File: config.mk
export PLATFORM = sky130hd
export DESIGN_NAME = ours_seq
export DESIGN_NICKNAME = d
export VERILOG_FILES = /design/src/ours_pkg.sv /design/src/ours_seq.sv
export SDC_FILE = /design/constraint.sdc
export NUM_CORES = 1
export LEC_CHECK = 0
export BUFFER_PORTS_ARGS = -buffer_cell sky130_fd_sc_hd__buf_2
export CAP_MARGIN = 10
export CORE_AREA = 3 3 40 42
export CTS_CLUSTER_DIAMETER = 30
export DETAILED_ROUTE_END_ITERATION = 10
export DIE_AREA = 0 0 43 45
export GPL_TIMING_DRIVEN = 0
export MAX_ROUTING_LAYER = met4
export SLEW_MARGIN = 20
export SYNTH_ARGS = -nofsm -noshare
export SYNTH_HDL_FRONTEND = slang
export SYNTH_SLANG_ARGS = --single-unit
File: constraint.sdc
create_clock -name clk_i -period 1.3 [get_ports clk_i]
set_input_delay 0.195 -clock clk_i [delete_from_list [all_inputs] [get_ports clk_i]]
set_output_delay 0.195 -clock clk_i [all_outputs]
set_load 0.01 [all_outputs]
File: src/ours_pkg.sv
`timescale 1ns / 1ps

package ours_pkg;

  localparam int PARTICLES_DEF = 64;

  localparam int WEIGHT_W   = 16;
  localparam int SPACING_W  = 16;
  localparam int PREFIX_W   = 22;
  localparam int WTOT_W     = 22;
  localparam int STOT_W     = 23;
  localparam int CDF_W      = 22;
  localparam int INDEX_W    = 6;
  localparam int THR_W      = PREFIX_W + WTOT_W;
  localparam int PROD_W     = CDF_W + STOT_W;
  localparam int IN_DATA_W  = 48;
  localparam int OUT_DATA_W = 8;

  typedef enum logic [2:0] {
    STEP_IDLE,
    STEP_INIT,
    STEP_FETCH,
    STEP_MULT,
    STEP_TEST,
    STEP_ADV
  } step_e;

  typedef enum logic [1:0] {
    BR_GOTO,
    BR_INPUT,
    BR_TEST
  } branch_e;

  typedef enum logic [1:0] {
    CDF_HOLD,
    CDF_LOAD,
    CDF_ADD
  } cdf_op_e;

  typedef struct packed {
    logic    load_en;
    logic    idx_clr;
    cdf_op_e cdf_op;
    logic    mul_en;
    logic    test_en;
    branch_e branch;
    step_e   target;
  } ctrl_t;

  typedef struct packed {
    logic in_last;
    logic adv;
    logic emit;
    logic emit_final;
  } flags_t;

  function automatic ctrl_t ucode_rom(step_e step);
    ctrl_t w;
    w = '{load_en: 1'b0, idx_clr: 1'b0, cdf_op: CDF_HOLD, mul_en: 1'b0,
          test_en: 1'b0, branch: BR_GOTO, target: STEP_IDLE};
    case (step)
      STEP_IDLE: begin
        w.load_en = 1'b1;
        w.branch  = BR_INPUT;
        w.target  = STEP_INIT;
      end
      STEP_INIT: begin
        w.idx_clr = 1'b1;
        w.target  = STEP_FETCH;
      end
      STEP_FETCH: begin
        w.cdf_op = CDF_LOAD;
        w.target = STEP_MULT;
      end
      STEP_MULT: begin
        w.mul_en = 1'b1;
        w.target = STEP_TEST;
      end
      STEP_TEST: begin
        w.test_en = 1'b1;
        w.branch  = BR_TEST;
        w.target  = STEP_MULT;
      end
      STEP_ADV: begin
        w.cdf_op = CDF_ADD;
        w.target = STEP_MULT;
      end
      default: begin
        w.target = STEP_IDLE;
      end
    endcase
    return w;
  endfunction

endpackage

File: src/ours_seq.sv
`timescale 1ns / 1ps

module ours_seq (
  input  logic             clk_i,
  input  logic             rst_ni,
  input  ours_pkg::flags_t flags_i,
  output ours_pkg::ctrl_t  ctrl_o
);

  ours_pkg::step_e upc_q, upc_d;
  ours_pkg::ctrl_t word;

  assign word   = ours_pkg::ucode_rom(upc_q);
  assign ctrl_o = word;

  always_ff @(posedge clk_i or negedge rst_ni) begin
    if (!rst_ni) begin
      upc_q <= ours_pkg::STEP_IDLE;
    end else begin
      upc_q <= upc_d;
    end
  end

  always_comb begin
    upc_d = upc_q;
    case (word.branch)
      ours_pkg::BR_GOTO: begin
        upc_d = word.target;
      end
      ours_pkg::BR_INPUT: begin
        if (flags_i.in_last) begin
          upc_d = word.target;
        end
      end
      ours_pkg::BR_TEST: begin
        if (flags_i.adv) begin
          upc_d = ours_pkg::STEP_ADV;
        end else if (flags_i.emit_final) begin
          upc_d = ours_pkg::STEP_IDLE;
        end else if (flags_i.emit) begin
          upc_d = word.target;
        end
      end
      default: begin
        upc_d = ours_pkg::STEP_IDLE;
      end
    endcase
  end

endmodule

==> reports/qor.yml <==
clock_network:
  cts-root-buf: "clkbuf_4"
  htreeDepth: 1
  clock_sinks: 3
  cts_tree: "done"
  clkLatencyLatePin_ns: 0.23
  clockBufferDepth: 2
  numCtsBuffers: 3
  clk_pin_slew_worst_paths_ns: 0.04
synth:
  synth_edf_count: 0
  synth-main-ff-cell: "dfrtp_1"
  synth-xor-area-share: 0.0688
  synth_warnings: 0
  avgSynthCellArea_um2: 8.45
  synth_top_family_by_area: "simple AND/OR/NAND/NOR gates"
  yosys.area_share.simple: 0.397
  synth_fa_ha_area_frac: 0
  synth.distinct_cells: 17
  ys_ff_latch: 3
  synth_area_um2: 236
  synth_nets: 34
  yosysSeqAreaShare: 0.317
  synth_cells: 28
  synth_compound_area_frac: 0.116
  muxShareOfSynthArea: 0
  async_reset_ff_frac: 1.00
global_route:
  grtUsageTotal: 0.0843
  grtUsageMet3: 0.0279
  grt_max_degree: 8
  gr-max-usage-layer: "met4"
  grt_pass1_wl_um: 1040
  use_met2: 0.0958
  grt_pass1_vias: 247
  grtUsageMet1: 0.0925
  overflow: 0
  antenna_found_initial: 0
critical_path:
  slowest_delay_ns: 0.36
  regToRegStartpoint: "upc_q[2]$_DFFE_PN0P_"
  required_ns: 1.11
  reg2regPathDepth: 5
  startpoint_type: "register"
  ff2ff_setup_slack_ns: 0.17
  reg2reg_to: "upc_q[2]$_DFFE_PN0P_"
  cp.arrival_ns: 1.17
  cp_max_fo: 7
  cp-end-kind: "primary output"
  worstSetupPathType: "register to primary output"
  cp_cell_sequence: "buf_6, buf_4, xnor2_2, buf_2"
  startpoint: "upc_q[1]$_DFFE_PN0P_"
  critPathSlowestCell: "dfrtp_1"
die:
  die_h_um: 45
  placementRows: 13
  start_util: 0.184
  die_area_um2: 1940
  core_area_um2: 1280
  ios: 17
  die_w_um: 43
cells_and_area:
  syn2layout_area_growth_pct: 81.0
  top_register: "upc_q"
  final_common_cell: "buf_2"
  drive_gt1_frac: 0.623
  utilization: 0.333
  antenna_cells: 0
  num-fill-cells: 143
  postLayoutCellArea_um2: 428
  fin_nets: 60
  reg.largest.list: "upc_q (3)"
  largest_reg_flops: 3
  final_cell_mix: "buf_2, buf_4, nand2b_1, and2_1, clkbuf_4"
timing:
  period_minus_slack_ns: 1.37
  finalSetupViolCount: 6
  tightest_slew_ns: 0.170
  holdWs_ns: 0.208
  finClkSkew_ns: 0.00136
  min_period_over_period: 1.05
  finalHoldViolCount: 0
  slew_headroom: 0.886
  setup_ws_ns: -0.0650
  slew_viol_final: 0
  fmax_mhz: 733
  rsz0062_at_grt: "true"
detailed_routing:
  num_vias: 257
  ant_nets: 0
  drcViolationCount: 0
  routedWlPerCell_um: 8.79
  dr.pass1.iters: 3
  drtIter0Drc: 1
  vias_per_cell: 3.78
  wl_um: 598
status:
  violations: "negative setup slack"
  status: "finished with violations"
pwr:
  p_leak_nw: 0.222
  ir_drop_mv: 0.954
  power_density_nw_per_um2: 2550
  p_total_mw: 1.09
worst_hold_path:
  hp-start: "flags_i[3]"
  whs_path_depth: 3
  min_path_type: "input pin to register"
  holdPathEnd: "upc_q[0]$_DFFE_PN0P_"
placement:
  dpl.hpwl_um: 449
  routabilityCongestion: 0.753
  portBuffers: 16
  placed_area_um2: 335
run:
  max_cap_viol_count: 0
[worst max-delay path, delay by kind of cell (launching register included)]
| family | cells | cell delay, ns |
|---|---|---|
| buffers and inverters | 3 | 0.42 |
| XOR/XNOR | 1 | 0.15 |
| flip-flops | 1 | 0.36 |
[metal layers]
metal | up-vias | part of all wire
met2 | 12 | 0.42
met1 | 104 | 0.45
met5 | - | 0
met4 | 0 | 0.045
met3 | 2 | 0.082
li1 | 139 | -
[metrics by stage]
step	std cells	worst slack [ns]	setup TNS [ns]
floorplan	28	0.0894	0
global placement	59	0.0669	0
detailed placement	59	0.0577	0
CTS	68	-0.0820	-0.415
global route	68	-0.138	-0.967
finish	68	-0.0650	-0.259
[cell usage after synthesis, drive strengths merged, types with 2 or more instances]
master	count	share of area
dfrtp	3	0.32
nand2b	3	0.079
o21ai	3	0.063
nor3	3	0.063
nor2b	2	0.064
nor2	3	0.058
buf	3	0.085
and2	3	0.079
[worst max path at each step]
stage / slack [ns] / depth (start not counted) / to
after floorplan: 0.09 / 3 / ctrl_o[10]
after global placement: 0.07 / 4 / ctrl_o[5]
after detailed placement: 0.06 / 4 / ctrl_o[5]
after CTS: -0.08 / 4 / ctrl_o[5]
after global routing: -0.14 / 3 / ctrl_o[1]
final: -0.07 / 4 / ctrl_o[1]
[power breakdown]
part / total [mW] / internal, mW / leakage [nW] / switching, mW
combinational: 0.721 / 0.394 / 0.172 / 0.328
clock: 0.160 / 0.115 / 0.0150 / 0.0453
sequential: 0.211 / 0.144 / 0.0346 / 0.0668
[area by class of cell]
class                   instances  area (um^2)  area share
multi-input cells              21          149       0.348
repair buffers                 21          126       0.295
flip-flops and latches          3         77.6       0.181
clock buffers                   4         26.3      0.0614
plain buffers                   3         26.3      0.0614
well taps                      15         18.8      0.0439
inverters                       1         3.75     0.00877
[timing repair]
item                                   CTS  global route
pin swaps                                2             1
buffers inserted                         4             0
setup endpoints to repair               10            11
gates resized for setup                  7             0
hold buffers                             1             0
endpoints found under the hold margin    3             0
[cell families after synthesis]
logic type             Yosys count
AO/OA/AOI/OAI                    5
flip-flops                       3
XOR/XNOR                         1
AND/OR/NAND/NOR                 15
buffers and inverters            4
No activity file was read; power rests on OpenSTA's default activity.
